===== src/design/rta_ram.sv =====
// Generic single-write, single-read RAM with registered read data.
// No dependencies.
module rta_ram #(
  parameter int WIDTH = 8,
  parameter int DEPTH = 16
) (
  input  logic                     clk,
  input  logic                     we,
  input  logic [$clog2(DEPTH)-1:0] waddr,
  input  logic [WIDTH-1:0]         wdata,
  input  logic [$clog2(DEPTH)-1:0] raddr,
  output logic [WIDTH-1:0]         rdata
);
  logic [WIDTH-1:0] mem [DEPTH];

  always_ff @(posedge clk) begin
    if (we) begin
      mem[waddr] <= wdata;
    end
    rdata <= mem[raddr];
  end
endmodule


===== config.mk =====
export PLATFORM = sky130hd
export DESIGN_NAME = rta_ram
export DESIGN_NICKNAME = d
export VERILOG_FILES = /design/src/design/rta_ram.sv
export SDC_FILE = /design/constraint.sdc
export NUM_CORES = 1
export LEC_CHECK = 0
export BUFFER_PORTS_ARGS = -buffer_cell sky130_fd_sc_hd__clkbuf_2
export CAP_MARGIN = 20
export CORE_ASPECT_RATIO = 1.1
export CORE_MARGIN = 3
export CORE_UTILIZATION = 50
export CTS_BUF_LIST = sky130_fd_sc_hd__clkbuf_16
export DETAILED_ROUTE_END_ITERATION = 6
export PLACE_DENSITY_LB_ADDON = 0.2
export SLEW_MARGIN = 20
export SYNTH_ARGS = -nofsm -noshare
export SYNTH_HDL_FRONTEND = slang
export SYNTH_SLANG_ARGS = --single-unit
export TNS_END_PERCENT = 10

===== constraint.sdc =====
create_clock -name clk -period 4.1 [get_ports clk]
set_clock_uncertainty 0.05 [all_clocks]
set_input_delay 0.205 -clock clk [delete_from_list [all_inputs] [get_ports clk]]
set_output_delay 0.205 -clock clk [all_outputs]
set_load 0.1 [all_outputs]

# After elaboration in Yosys (flattened, before gate mapping)
# Memory sizes are Yosys's and may differ from the RTL's. A register that Yosys moved wholly into a read port is not among the register bits.
# Index checks and enable logic that the tools add are counted.
# W data, S select, Z words.
[word_totals]
latch_bits = 0
memories = 1
ramBits = 128
input_bits = 18
ff_bits = 0
output_inout_bits = 8
wordCells = 3
rom_bits = 0
[op_classes]
n_reduce_logical = 0
add_sub_neg = 0
eq_ne = 0
mux = 2
div = 0
shift = 0
n_lt_le_gt_ge = 0
multipliers = 0
bitwise_logic = 0
[memory_table]
columns = ["name", "words", "width", "rd", "rd_ports_with_merged_regs", "wr", "line_no", "rtl"]
rows = [
  ["mem", 16, 8, 1, 1, 1, "14", "logic [WIDTH-1:0] mem [DEPTH];"],
]
[ops]
columns = ["op", "count"]
rows = [
  ["$mux W1", 2],
]

# Depth between registers and ports, before layout
# Gate-level depths: netlist (run 1).
[depth]
depth_word = 2
depth_mapped = 5
ltp_nobuf = 3

# Least setup slack after synthesis (run 1)
# Ideal clock, no wire load.
[synth_path]
kind = "in2reg"
startpoint = "in waddr[2]"
endpoint = "mem mem[0][0] (enable)"
n_path_buf = 0
setup_slack_ps = 2352
required_time_ps = 3667
arrival_time_ps = 1315
setup_time_ps = 383
cell_stages = 2
cell_sequence = "or3b_2 -> nor3_1"
[synth_rtl]
columns = ["item", "line_no", "rtl"]
rows = [
  ["start, declared", "9", "input logic [$clog2(DEPTH)-1:0] waddr,"],
  ["end, declared", "14", ""],
]
# Straight into the memory's write port.

==> results.toml, run 1 <==
[outcome]
status = "finished, final reports clean"

[timing]
max_freq_ghz = 0.544
slew_headroom_pct = 34.7
slew_viol_final = 0
tns_ns = 0
final.period_utilization_pct = 44.9
setup_viol = 0
fin_crit_ns = 1.84
hold_violations = 0
worst_pin_slew_ns = 0.976
rsz0062_at_grt = "no"

[synth]
synth_mux_area_share_pct = 15.0
synth_xor_area_share_pct = 0
synth_fa_ha_area_share_pct = 0
synth_area_leaders = "edfxtp_1 (75%), mux4_2 (7.9%), mux4_1 (7.1%)"
ys_seq_area_share_pct = 77.8
synth_top_area_cell = "edfxtp_1"
synthCells = 229
synth_seq_cells = 136
synth-simple-area-share_pct = 3.18
synth_area_sq_um = 5150
synth_top_area_share_pct = 74.7
synth_top_family_by_area = "multiplexers"
avgSynthCellArea_sq_um = 22.5
synth.net_count = 247
synth_compound_area_share_pct = 2.33
ys_warn_count = 0
synth_cell_types = 19

[power]
ir_worst_vdd_mv = 0.303
power_density_nw_per_um2 = 556
p_total_mw = 3.32
power.leakage_nw = 2.02

[global_route]
grt_util_all_layers_pct = 18.6
grt_max_degree = 33
grt_pass1_vias = 2421
antenna_found_initial = 0
grt_first_pass_wirelength_um = 14900
grt.overflow.total = 0

[final_layout]
final_common_cell = "edfxtp_1"
nets = 285
final_cell_area_sq_um = 5980
areaGrowthSynthToFinish_pct = 16.3
drive_above_1_share_pct = 27.9
mostFrequentLayoutCells = "edfxtp_1 (128), clkbuf_2 (25), mux4_2 (18)"
diodes = 0

[detailed_routing]
drtAntennaViolNets = 0
drt_pre_antenna_iters = 4
routedWlPerCell_um = 24.1
drc = 0
drt_wl_total_um = 9640
drt_iter0_markers = 182
vias = 2357
routed_via_density = 5.89

[hold_path]
hp-start = "wdata[7]"
min_path_cells = 1
hp-class = "input port to flop"

[worst_setup_path]
worstPathArrival_ns = 2.07
crit_type = "input port to flop"
start_kind = "input port"
crit_fanout = 22
rr_worst_depth = 3
cp-endpoint = "rdata[0]"
endpoint_kind = "flop"
regToRegStartpoint = "mem[9][4]"
rrSetupSlack_ns = 2.66
worstPathRequired_ns = 4.33
worstReg2RegEnd = "rdata[4]"
crit_start = "raddr[0]"

[floorplan]
core-area_sq_um = 9940
die_area_sq_um = 11500
fp.dieW_um = 103
initial_utilization_pct = 51.8
io_pins = 26
rows = 38
die_h_um = 112

[placed_design]
place.gp.congestion = 0.700
dp_hpwl_um = 5940
port_buffers = 25
place_area_sq_um = 5370

[clocking]
cts_tree = "built"
cts_buffers = 17
cts_buffer_depth = 2
cts_repair_resize_count = 0
cts.sinks = 136
clock_latency_ns = 0.40
root_buffer = "clkbuf_16"
h-tree-depth = 4
ctsHoldBuffers = 0
post-cts-setup-buffer-count = 0
clk_pin_slew_ns = 0.06

[job]
maxCapViolations = 0
[logic make-up after synthesis]
logic type             count (synthesis)
AO/OA/AOI/OAI                         16
buffers and inverters                 10
flip-flops                           136
multiplexers                          32
AND/OR/NAND/NOR                       35
[worst min path at each step]
stage,slack [ns],endpoint
3_5_place_dp,0.61,mem[8][0]
6_report,0.18,mem[12][7]
4_1_cts,0.18,mem[4][7]
3_3_place_gp,0.58,mem[2][1]
5_1_grt,0.21,mem[12][7]
2_1_floorplan,0.25,mem[0][0]
[through the flow]
step | hold WS [ns] | std cells | util [%] | setup slack (ns)
after floorplan | 0.254 | 229 | - | 2.35
after global placement | 0.584 | 368 | 54.1 | 1.81
after detailed placement | 0.610 | 368 | 54.1 | 1.80
after CTS | 0.179 | 400 | 60.2 | 2.23
after global routing | 0.205 | 400 | 60.2 | 2.05
final | 0.184 | 400 | 60.2 | 2.26
[state kept, by name (all words and copies together), names as in the netlist]
name and count:
rdata 8, mem 128
[cells in the mapped netlist]
library cell       n
buf_2              3
and2_1             1
buf_4              1
nand2b_1           2
clkdlybuf4s25_2    3
and2b_1            1
nor2b_1            1
or3b_2             1
dfxtp_1            8
nand3_1            1
mux4_1            14
mux4_2            18
edfxtp_1         128
a22oi_1           16
nand3b_1           2
nor2_1            13
nand2_1            9
nor3_1             4
buf_6              3
[layer usage]
metal,routed length (um),track usage (%)
met5,0,0
met4,165,6.22
met3,547,4.85
met2,4690,26.7
met1,4230,28.2
[cell type report]
cell class,count,area (sq um)
clock buffer,17,425
clock inverter,15,188
fill,686,3950
multi-input combinational,83,1060
sequential,136,4000
tap,120,150
timing repair buffer,29,155
[worst max-delay path: stages]
cell	delay, ns
clkbuf_2	0.63
buf_4	0.36
mux4_1	0.58
a22oi_1	0.20
nand2_1	0.07
[power by group]
part / total (mW) / switching [mW] / internal, mW / leakage, nW
logic: 0.202 / 0.146 / 0.0561 / 0.496
clock network: 1.56 / 0.550 / 1.01 / 0.303
registers: 1.56 / 0.00845 / 1.56 / 1.22
total: 3.32 / 0.704 / 2.62 / 2.02
Power figures use the tool's default switching activity.
==> inputs of run 2 (changes only) <==
Clock period 4.1 ns to 1.55 ns, I/O delays scaled along.
==> results.toml, run 2 (synthesis results as in run 1) <==
[detailed_routing]
vias = 2404
drt_iter0_markers = 136
routed_via_density = 5.72
drt_wl_total_um = 9700
routedWlPerCell_um = 23.1
drtAntennaViolNets = 0
drt_pre_antenna_iters = 4
drc = 0

[clocking]
cts_buffer_depth = 2
post-cts-setup-buffer-count = 0
cts.sinks = 136
cts_buffers = 17
root_buffer = "clkbuf_16"
ctsHoldBuffers = 0
clk_pin_slew_ns = 0.05
clock_latency_ns = 0.40
cts_repair_resize_count = 0
h-tree-depth = 4
cts_tree = "built"

[final_layout]
largest_reg_flops = 128
top_register = "mem"
instances_no_fill = 420
drive_above_1_share_pct = 31.0
final_common_cell = "edfxtp_1"
areaGrowthSynthToFinish_pct = 18.1
fillers = 696
diodes = 0
final_cell_area_sq_um = 6080
mostFrequentLayoutCells = "edfxtp_1 (128), clkbuf_2 (25), buf_4 (21)"
nets = 305
top_regs = "mem x128, rdata x8"

[timing]
slew_viol_final = 0
worst_pin_slew_ns = 0.863
fin_crit_ns = 1.42
slew_headroom_pct = 42.3
final.period_utilization_pct = 91.7
max_freq_ghz = 0.704
rsz0062_at_grt = "no"
hold_violations = 0
setup_viol = 0
finalWorstSetupSlack_ns = 0.129

[placed_design]
place.gp.congestion = 0.711
place_area_sq_um = 5560
dpl.cell_count = 388
port_buffers = 25
dp_slack_ns = -0.103
dp_hpwl_um = 6110

[hold_path]
hp-class = "input port to flop"

[global_route]
grt_first_pass_wirelength_um = 15000
grt_pass1_vias = 2547
grt_max_degree = 19
grt.overflow.total = 0
grt_util_all_layers_pct = 18.8
antenna_found_initial = 0

[power]
p_total_mw = 8.20
power.leakage_nw = 2.10
power_density_nw_per_um2 = 1350
ir_worst_vdd_mv = 0.772

[worst_setup_path]
worst_path_dominant_cell_family = "multiplexers"
worstPathArrival_ns = 1.66
max_stage_delay_ns = 0.50
endpoint_kind = "flop"
cp_cell_sequence = "mux4_1 -> a22oi_1 -> nand2_1"
path_buf_inv = 0
start_kind = "flop"
crit_type = "flop to flop"
worstPathRequired_ns = 1.79
rrSetupSlack_ns = 0.13
crit_slowest_cell = "mux4_1"
crit_fanout = 1

[floorplan]
die_h_um = 112
initial_utilization_pct = 51.8
io_pins = 26
core-area_sq_um = 9940
fp.dieW_um = 103
die_area_sq_um = 11500
rows = 38

[outcome]
status = "finished, final reports clean"

[job]
maxCapViolations = 0
-- run 2: changes by cell type in the layout (fill, tap and decap cells not counted) --
cell       delta
buf_12        +3
clkinv_4      -3
buf_4        +17
bufinv_16     -3
clkinv_1      +5
clkinv_2      +1
-- run 2: metrics by stage --
stage,TNS (ns),hold slack [ns],util [%]
after global routing,0,0.0544,61.2
final,0,0.0352,61.2
after floorplan,0,0.126,-
after CTS,0,0.0421,61.2
after global placement,-0.189,0.446,55.9
after detailed placement,-0.205,0.463,55.9
-- run 2: worst register-to-register path, stage by stage, from the launching register on --
cell,delay (ns)
edfxtp_1,0.38
mux4_1,0.50
a22oi_1,0.29
nand2_1,0.08
-- run 2: final timing paths --
path | startpoint | end | depth (start not counted)
setup / recovery | mem[0][0] | rdata[0] | 3
hold / removal | wdata[3] | mem[6][3] | 1
setup reg to reg | mem[0][0] | rdata[0] | 3
hold reg to reg | mem[14][5] | rdata[5] | 3
-- run 2: report_power, final --
group | internal, mW | total (mW) | switching [mW]
Sequential | 4.11 | 4.14 | 0.0240
Combinational | 0.175 | 0.562 | 0.387
Clock | 2.14 | 3.50 | 1.36
-- run 2: layer usage --
metal | track usage, % | routed length (um)
met4 | 7.17 | 122
met3 | 6.71 | 701
met5 | 0 | 0
met1 | 26.2 | 4190
met2 | 27.7 | 4690
-- run 2: area by class of cell --
cell class | instances | area [sq um] | share of cell area, %
sequential | 136 | 4000 | 65.9
multi-input combinational | 83 | 1060 | 17.5
clock buffer | 17 | 425 | 7.00
timing repair buffer | 49 | 343 | 5.64
tap | 120 | 150 | 2.47
clock inverter | 15 | 95.1 | 1.56
