## config.mk

```make
export PLATFORM = sky130hd
export DESIGN_NAME = rta_div
export DESIGN_NICKNAME = d
export VERILOG_FILES = /design/src/design/rta_pkg.sv /design/src/design/rta_div.sv
export SDC_FILE = /design/constraint.sdc
export NUM_CORES = 1
export LEC_CHECK = 0
export BUFFER_PORTS_ARGS = -buffer_cell sky130_fd_sc_hd__buf_2
export CELL_PAD_IN_SITES_DETAIL_PLACEMENT = 2
export CELL_PAD_IN_SITES_GLOBAL_PLACEMENT = 2
export CORE_MARGIN = 3
export CORE_UTILIZATION = 37
export DETAILED_ROUTE_END_ITERATION = 8
export HOLD_SLACK_MARGIN = 0.15
export PLACE_DENSITY_LB_ADDON = 0.1
export SYNTH_ARGS = -nofsm -noshare
export SYNTH_HDL_FRONTEND = slang
export SYNTH_SLANG_ARGS = --single-unit
```

## constraint.sdc

```tcl
create_clock -name clk -period 3.11 [get_ports clk]
set_input_delay 0.622 -clock clk [delete_from_list [all_inputs] [get_ports clk]]
set_output_delay 0.622 -clock clk [all_outputs]
set_load 0.1 [all_outputs]
```

## src/design/rta_pkg.sv

```systemverilog
// Shared constants, record types, saturation helpers and a task-number helper for the
// response-time analysis block. No dependencies.
package rta_pkg;

  localparam int MAX_TASKS = 16;
  localparam int TIME_BITS = 16;

  localparam int FIELD_W  = 16;
  localparam int COUNT_W  = 8;
  localparam int NUM_W    = 5;
  localparam int RESP_W   = 32;
  localparam int IDX_W    = $clog2(MAX_TASKS);
  localparam int CNT_W    = $clog2(MAX_TASKS + 1);
  localparam int SW2_W    = TIME_BITS + 1;
  localparam int ESW_W    = TIME_BITS + 2;
  localparam int NPX_W    = TIME_BITS + 2;
  localparam int BLK_W    = (NPX_W > RESP_W) ? NPX_W : RESP_W;
  localparam int SSUM_W   = TIME_BITS + CNT_W;
  localparam int ACC_W    = RESP_W + 1;
  localparam int WIDE_W   = TIME_BITS + 36;
  localparam int TIMING_W = IDX_W + 4 * TIME_BITS;
  localparam int SUSP_W   = 2 * TIME_BITS + COUNT_W;

  localparam logic [ACC_W-1:0] ACC_CAP = {1'b1, {RESP_W{1'b0}}};

  typedef struct packed {
    logic [IDX_W-1:0]     idx;
    logic [TIME_BITS-1:0] period;
    logic [TIME_BITS-1:0] exec;
    logic [TIME_BITS-1:0] deadline;
    logic [TIME_BITS-1:0] sw;
  } timing_t;

  typedef struct packed {
    logic [TIME_BITS-1:0] susp;
    logic [COUNT_W-1:0]   count;
    logic [TIME_BITS-1:0] np;
  } susp_t;

  // clamp a sum to one above the 32-bit maximum; sticky saturation marker
  function automatic logic [ACC_W-1:0] clamp(input logic [WIDE_W-1:0] v);
    logic [ACC_W-1:0] res;
    res = (v > WIDE_W'(ACC_CAP)) ? ACC_CAP : v[ACC_W-1:0];
    return res;
  endfunction

  function automatic logic [RESP_W-1:0] sat32(input logic [ACC_W-1:0] v);
    logic [RESP_W-1:0] res;
    res = v[RESP_W] ? {RESP_W{1'b1}} : v[RESP_W-1:0];
    return res;
  endfunction

  function automatic logic [NUM_W-1:0] task_num(input logic [IDX_W-1:0] idx);
    logic [31:0] tmp;
    tmp = 32'(idx) + 32'd1;
    return tmp[NUM_W-1:0];
  endfunction

endpackage

```

## src/design/rta_div.sv

```systemverilog
// Restoring radix-2 divider, one quotient bit per cycle, 32-bit dividend.
// Depends on rta_pkg.
module rta_div import rta_pkg::*; (
  input  logic                 clk,
  input  logic                 rst_n,
  input  logic                 start,
  input  logic [RESP_W-1:0]    dividend,
  input  logic [TIME_BITS-1:0] divisor,
  output logic                 done,
  output logic [RESP_W-1:0]    quotient,
  output logic                 rem_nz
);
  localparam int STEP_W = $clog2(RESP_W + 1);

  logic                 busy_r, done_r;
  logic [STEP_W-1:0]    cnt_r;
  logic [RESP_W-1:0]    a_r;
  logic [TIME_BITS-1:0] rem_r, den_r;
  logic [TIME_BITS:0]   rem_sh, den_ext, rem_sub;
  logic                 ge;

  assign rem_sh  = {rem_r, a_r[RESP_W-1]};
  assign den_ext = {1'b0, den_r};
  assign ge      = rem_sh >= den_ext;
  assign rem_sub = rem_sh - den_ext;

  always_ff @(posedge clk) begin
    if (!rst_n) begin
      busy_r <= 1'b0;
      done_r <= 1'b0;
      cnt_r  <= '0;
    end else begin
      done_r <= busy_r && (cnt_r == STEP_W'(1));
      if (start) begin
        busy_r <= 1'b1;
        cnt_r  <= STEP_W'(RESP_W);
      end else if (busy_r) begin
        cnt_r <= cnt_r - STEP_W'(1);
        if (cnt_r == STEP_W'(1)) begin
          busy_r <= 1'b0;
        end
      end
    end
  end

  always_ff @(posedge clk) begin
    if (start) begin
      a_r   <= dividend;
      rem_r <= '0;
      den_r <= divisor;
    end else if (busy_r) begin
      a_r   <= {a_r[RESP_W-2:0], ge};
      rem_r <= ge ? rem_sub[TIME_BITS-1:0] : rem_sh[TIME_BITS-1:0];
    end
  end

  assign done     = done_r;
  assign quotient = a_r;
  assign rem_nz   = rem_r != '0;
endmodule

```

; Word-level counts from Yosys, hierarchy flattened
; Cells that the tools add are included.
[op_classes]
magnitude_cmp = 1
n_bitwise = 1
n_reduce_logical = 4
addsub = 2
n_mux = 8
eq_ne = 1
[ops]
columns = op, count
row1 = 32-bit two-way mux, 2
row2 = 17-bit by 16-bit >= comparator with 1-bit output, 1
row3 = 16-bit two-way mux, 1
row4 = 16-bit nonzero test, 1
row5 = 16-bit subtractor, 1
row6 = 6-bit two-way mux, 2
row7 = "6-bit by 1-bit == test with 1-bit output, second input constant", 1
row8 = "6-bit by 1-bit subtractor with 6-bit output, second input constant", 1
row9 = 1-bit two-way mux, 3
row10 = 2-bit nonzero test, 1
row11 = 2-bit OR reduction, 1
row12 = 1-bit logical AND, 1
row13 = 1-bit NOT, 1
[totals]
in_bits = 51
word_cells = 24
output_inout_bits = 34
ff_bits = 72

; Longest topological paths before layout
[logic_depth]
word_depth = 4
mapped_depth = 11
ltp_nobuf = 10

; Worst setup path after synthesis
; Ideal clock, no wire load.
[synth_timing]
path_kind = register to register
startpoint = register a_r[31], in the netlist quotient[31]
endpoint = register rem_r[14]
synth_period_minus_slack_ns = 2.834
path_buffers = 0
t_arrival_ns = 2.765
setup_ns = 0.069
slack_ns = 0.276
path_stages_with_launch = 11
required_ns = 3.041
path_cell_list = edfxtp_1 -> inv_1 -> ha_1 -> fa_1 -> nand2b_2 -> a21oi_2 -> o21a_1 -> o31a_1 -> nor3_1 -> or3_1 -> o21ai_1
[synth_between]
elab_chain_cells = 2
word_cells_on_any_way = 3
classes_between = add/sub (1) / order compare (1) / mux (1)
[synth_lines]
columns = element, line_no
row1 = "start, declared", rta_div.sv:17  ; logic [RESP_W-1:0] a_r;
row2 = "start signal, assigned", rta_div.sv:48  ; a_r <= dividend;
row3 = "start signal, assigned", rta_div.sv:52  ; a_r <= {a_r[RESP_W-2:0], ge};
row4 = 16-bit subtractor / 17-bit by 16-bit >= comparator with 1-bit output (equally long branches), "rta_div.sv:25, rta_div.sv:24"
row5 = 16-bit two-way mux (*), rta_div.sv:53  ; rem_r <= ge ? rem_sub[TIME_BITS-1:0] : rem_sh[TIME_BITS-1:0];
row6 = "end signal, assigned", rta_div.sv:53
row7 = "end, declared", rta_div.sv:18  ; logic [TIME_BITS-1:0] rem_r, den_r;
; Mark *: on every way between the ends. The rest lies on a longest branch, timed or not.
; A chain may end at the register's enable or synchronous reset.

; Worst setup path after layout
; Ends and elaborated chain as after synthesis.

==> parameters.txt <==
Parameter                              Value

Logic synthesis
  Top cells by area, synth    sky130_fd_sc_hd__edfxtp_1, sky130_fd_sc_hd__dfxtp_1, sky130_fd_sc_hd__mux2_2
  Post-synthesis sequential area ratio    between 50% and 60%
  Leading area contributor after synthesis    sky130_fd_sc_hd__edfxtp_1
  Commonest cells in the netlist    sky130_fd_sc_hd__edfxtp_1, sky130_fd_sc_hd__mux2_2, sky130_fd_sc_hd__nor2_1
  Average cell area after synthesis    11.3 µm²
  Summed instance area of the synthesized netlist    3730 µm²
  Gate Count Post-Synth    330
  Fraction of registers with async set or reset after synthesis    0%
  Count of distinct cell types in the synthesized netlist    49
  Number of synthesized flops with an enable pin    48
  Portion of synthesized cell area occupied by the leading cell type    38.6%
  Net Count, Synth    400
  Cell with the most instances after synthesis    sky130_fd_sc_hd__edfxtp_1
  Seq cells post-synth    72
  Top_reg_cell synth    sky130_fd_sc_hd__edfxtp_1
  Count of synthesis-stage warnings from yosys    0

Setup path
  CP startpoint kind    flip-flop
  Worst Setup SP    quotient[31]$_DFFE_PP_
  CP Capture Type    flip-flop
  Critical-path maximum fanout    4
  Data required time at the worst endpoint    about 3400 ps
  R2r endpoint    rem_r[14]$_SDFFE_PP0P_
  Worst endpoint data arrival time    2900 ps
  Startpoint of the lowest-slack register-to-register path    quotient[31]$_DFFE_PP_
  R2R depth    10
  Worst Setup Path Type    reg -> reg
  FF-to-FF setup slack    490 ps

Route
  Via count    2915
  Average via count per standard cell    5.24
  Wirelength per Cell    19.4 µm
  Number of iterations in the first detailed-routing pass    4
  Number of violations reported at the end of detailed-routing iteration 0    99
  Number of remaining DRC errors    0
  Post-detailed-route count of antenna-violating nets    0
  Routed wire length    around 11000 µm

Run
  Number of max-cap violations    0

STA
  Slew at the pin with the worst max-slew slack    766 ps
  Setup repair after global routing missed its margin    false
  Final setup fails    0
  Final worst slack    493 ps
  Post-route clock period utilization    84.2%
  Fmax    ~380 MHz
  Post-Route Setup TNS    0 ps
  Setup clock skew after layout    9.60 ps
  Number of slew-limit violations in the final report    0
  Relative slew margins    48.8%
  Minimum period implied by the final worst setup slack    roughly 2600 ps
  Number of endpoints with negative hold slack in the final report    0

Pwr
  Switch Pwr    973 µW
  Flop pwr share    42.6%
  Leakage component of the power    1.89 nW
  Power share of the clock group    31.2%
  Part of the power in combinational logic    26.2%
  Internal power    1.74 mW
  Worst VDD drop    0.331 mV
  Power per unit of standard cell area    600 nW/µm²
  Switching Share    a little over a third

CTS
  TritonCTS Buffers    9
  Latest clock arrival within the worst-skew pair    around 350 ps
  Clock-pin transition on the worst setup and hold timing paths    80 ps
  Sinks on Clock Net    72
  CTS Hold Buffers Added    0
  Post-cts resize count    0
  Number of buffers added for setup after CTS    0
  CTS tree    built
  H-tree depth reported by CTS    3
  Root buf cell    sky130_fd_sc_hd__clkbuf_8
  Clock Tree Buf Depth    2

Final layout
  Final design utilization    46.2%
  Antenna diode instance count    0
  Fraction of final layout cells with drive strength greater than 1    approximately 34%
  FF/Latch Area    around 1900 µm²
  Area grow syn2layout    20.9%
  Total area of multi-input combinational cells    between 1500 and 2000 µm²
  Filler cell count    1047
  Fin nets    ~490

Global routing
  Congestion Overflow GR    0
  Global-route wire length before repair    17100 µm
  GR Util All Layers    19.7%
  Number of global-route vias before repair    ~3200
  Antenna violations before repair    0
  Largest net degree at the start of global routing    33

Floorplan
  Site Rows    36
  Core Box Area    9770 µm²
  Starting Density    between 30% and 40%
  Chip Width    106 µm
  Die Outline Area    11300 µm²
  Die span in y    106 µm
  Top-level I/O count    85

Worst hold path
  Hold Path Stages    1
  Hold endpoint    den_r[9]$_DFFE_PP_
  Worst hold path startpoint    divisor[9]
  HP Class    in -> reg

Outcome
  Result of the run    finished clean

Placed design
  Worst slack at placement    553 ps
  Number of buffer cells added on primary ports    84
  Routability congestion estimate from global placement    0.801
  HPWL reported at the end of detailed placement    7880 µm
==> worst max-delay path, stage by stage (launching register included) <==
cell and delay, ps:
sky130_fd_sc_hd__edfxtp_1 410, sky130_fd_sc_hd__inv_1 80, sky130_fd_sc_hd__ha_1 230, sky130_fd_sc_hd__fa_1 420, sky130_fd_sc_hd__nand2b_2 220, sky130_fd_sc_hd__a21oi_2 260, sky130_fd_sc_hd__o21a_1 240, sky130_fd_sc_hd__o31a_1 190
sky130_fd_sc_hd__nor3_1 50, sky130_fd_sc_hd__or3_1 310, sky130_fd_sc_hd__o21ai_1 120
==> layout make-up <==
type | instances | area share, %
clock inverter | 6 | 2.05
timing repair buffer | 90 | 10.3
tap | 133 | 3.69
sequential | 72 | 42.6
clock buffer | 10 | 2.83
inverter | 22 | 1.83
multi-input combinational | 223 | 36.7
==> worst max-delay path by stage <==
stage / end / slack, ps / depth (start not counted)
after CTS: rem_r[14]$_SDFFE_PP0P_ / 470 / 10
after global placement: rem_r[14]$_SDFFE_PP0P_ / 590 / 10
after global routing: rem_r[14]$_SDFFE_PP0P_ / 290 / 10
after floorplan: rem_r[14]$_SDFFE_PP0P_ / 280 / 10
after detailed placement: rem_r[14]$_SDFFE_PP0P_ / 550 / 10
final: rem_r[14]$_SDFFE_PP0P_ / 490 / 10
==> metrics by stage <==
stage | instance area, µm² | hold WS (ps) | std cells | total power, mW
global route | 4510 | 424 | 556 | 2.83
finish | 4510 | 443 | 556 | 2.71
CTS | 4510 | 428 | 556 | 2.74
global placement | 4290 | 477 | 540 | 1.87
detailed placement | 4290 | 488 | 540 | 1.89
floorplan | 3730 | 458 | 330 | 1.73
==> cells in the final DEF (no fill, tap or decap), types with 2 or more instances in the layout <==
master	count
sky130_fd_sc_hd__nor4_1	5
sky130_fd_sc_hd__dfxtp_1	24
sky130_fd_sc_hd__clkinvlp_4	2
sky130_fd_sc_hd__nor3_1	5
sky130_fd_sc_hd__nand2_1	22
sky130_fd_sc_hd__clkbuf_8	9
sky130_fd_sc_hd__a21oi_2	2
sky130_fd_sc_hd__a21oi_1	17
sky130_fd_sc_hd__bufinv_16	2
sky130_fd_sc_hd__xnor2_1	8
sky130_fd_sc_hd__buf_2	84
sky130_fd_sc_hd__mux2i_1	7
sky130_fd_sc_hd__nand3_1	7
sky130_fd_sc_hd__nand2b_1	7
sky130_fd_sc_hd__a21o_1	2
sky130_fd_sc_hd__o31ai_1	3
sky130_fd_sc_hd__or3_1	2
sky130_fd_sc_hd__mux2_2	31
sky130_fd_sc_hd__inv_1	22
sky130_fd_sc_hd__o21ai_1	6
sky130_fd_sc_hd__edfxtp_1	48
sky130_fd_sc_hd__nor2_1	26
sky130_fd_sc_hd__a32oi_1	3
sky130_fd_sc_hd__o21ai_0	8
sky130_fd_sc_hd__o211ai_1	2
sky130_fd_sc_hd__xor2_1	9
sky130_fd_sc_hd__ha_1	18
sky130_fd_sc_hd__o21a_1	4
sky130_fd_sc_hd__buf_4	6
sky130_fd_sc_hd__a211oi_1	4
sky130_fd_sc_hd__nor2b_1	3
sky130_fd_sc_hd__o311ai_1	5
==> power groups by stage <==
stage	logic (mW)	registers, mW	clock network, mW
after global placement	0.695	1.17	0
after floorplan	0.244	1.48	0
after CTS	0.715	1.16	0.867
final	0.710	1.16	0.845
after detailed placement	0.710	1.18	0
after global routing	0.751	1.17	0.911
==> routing by layer <==
| layer | vias to the layer above | GRT usage [%] | wire length [µm] | share of wire, % |
|---|---|---|---|---|
| met5 | - | 0 | 0 | 0 |
| met4 | 0 | 6.58 | 198 | 1.8 |
| met3 | 15 | 3.95 | 322 | 3.0 |
| met2 | 45 | 33.9 | 5540 | 51 |
| met1 | 1469 | 24.8 | 4720 | 44 |
| li1 | 1386 | - | - | - |
==> kinds of logic (layout without fill, tap and decap cells) <==
kind of cell               Yosys count  in the layout  share of synthesized area, %
adders and majority gates           19             19                          6.57
xor gates and xnor gates            17             17                          3.99
muxes                               38             38                          11.2
DFF                                 72             72                          51.5
buffers and inverters               35            128                          4.15
AOI/OAI and AO/OA                   66             66                          12.0
and+or+nand+nor                     83             83                          10.6
==> registers in the layout, indices dropped and copies added (netlist names) <==
register / count
busy_r: 1
cnt_r: 6
den_r: 16
done: 1
quotient: 32
rem_r: 16
Power figures use the tool's default switching activity.
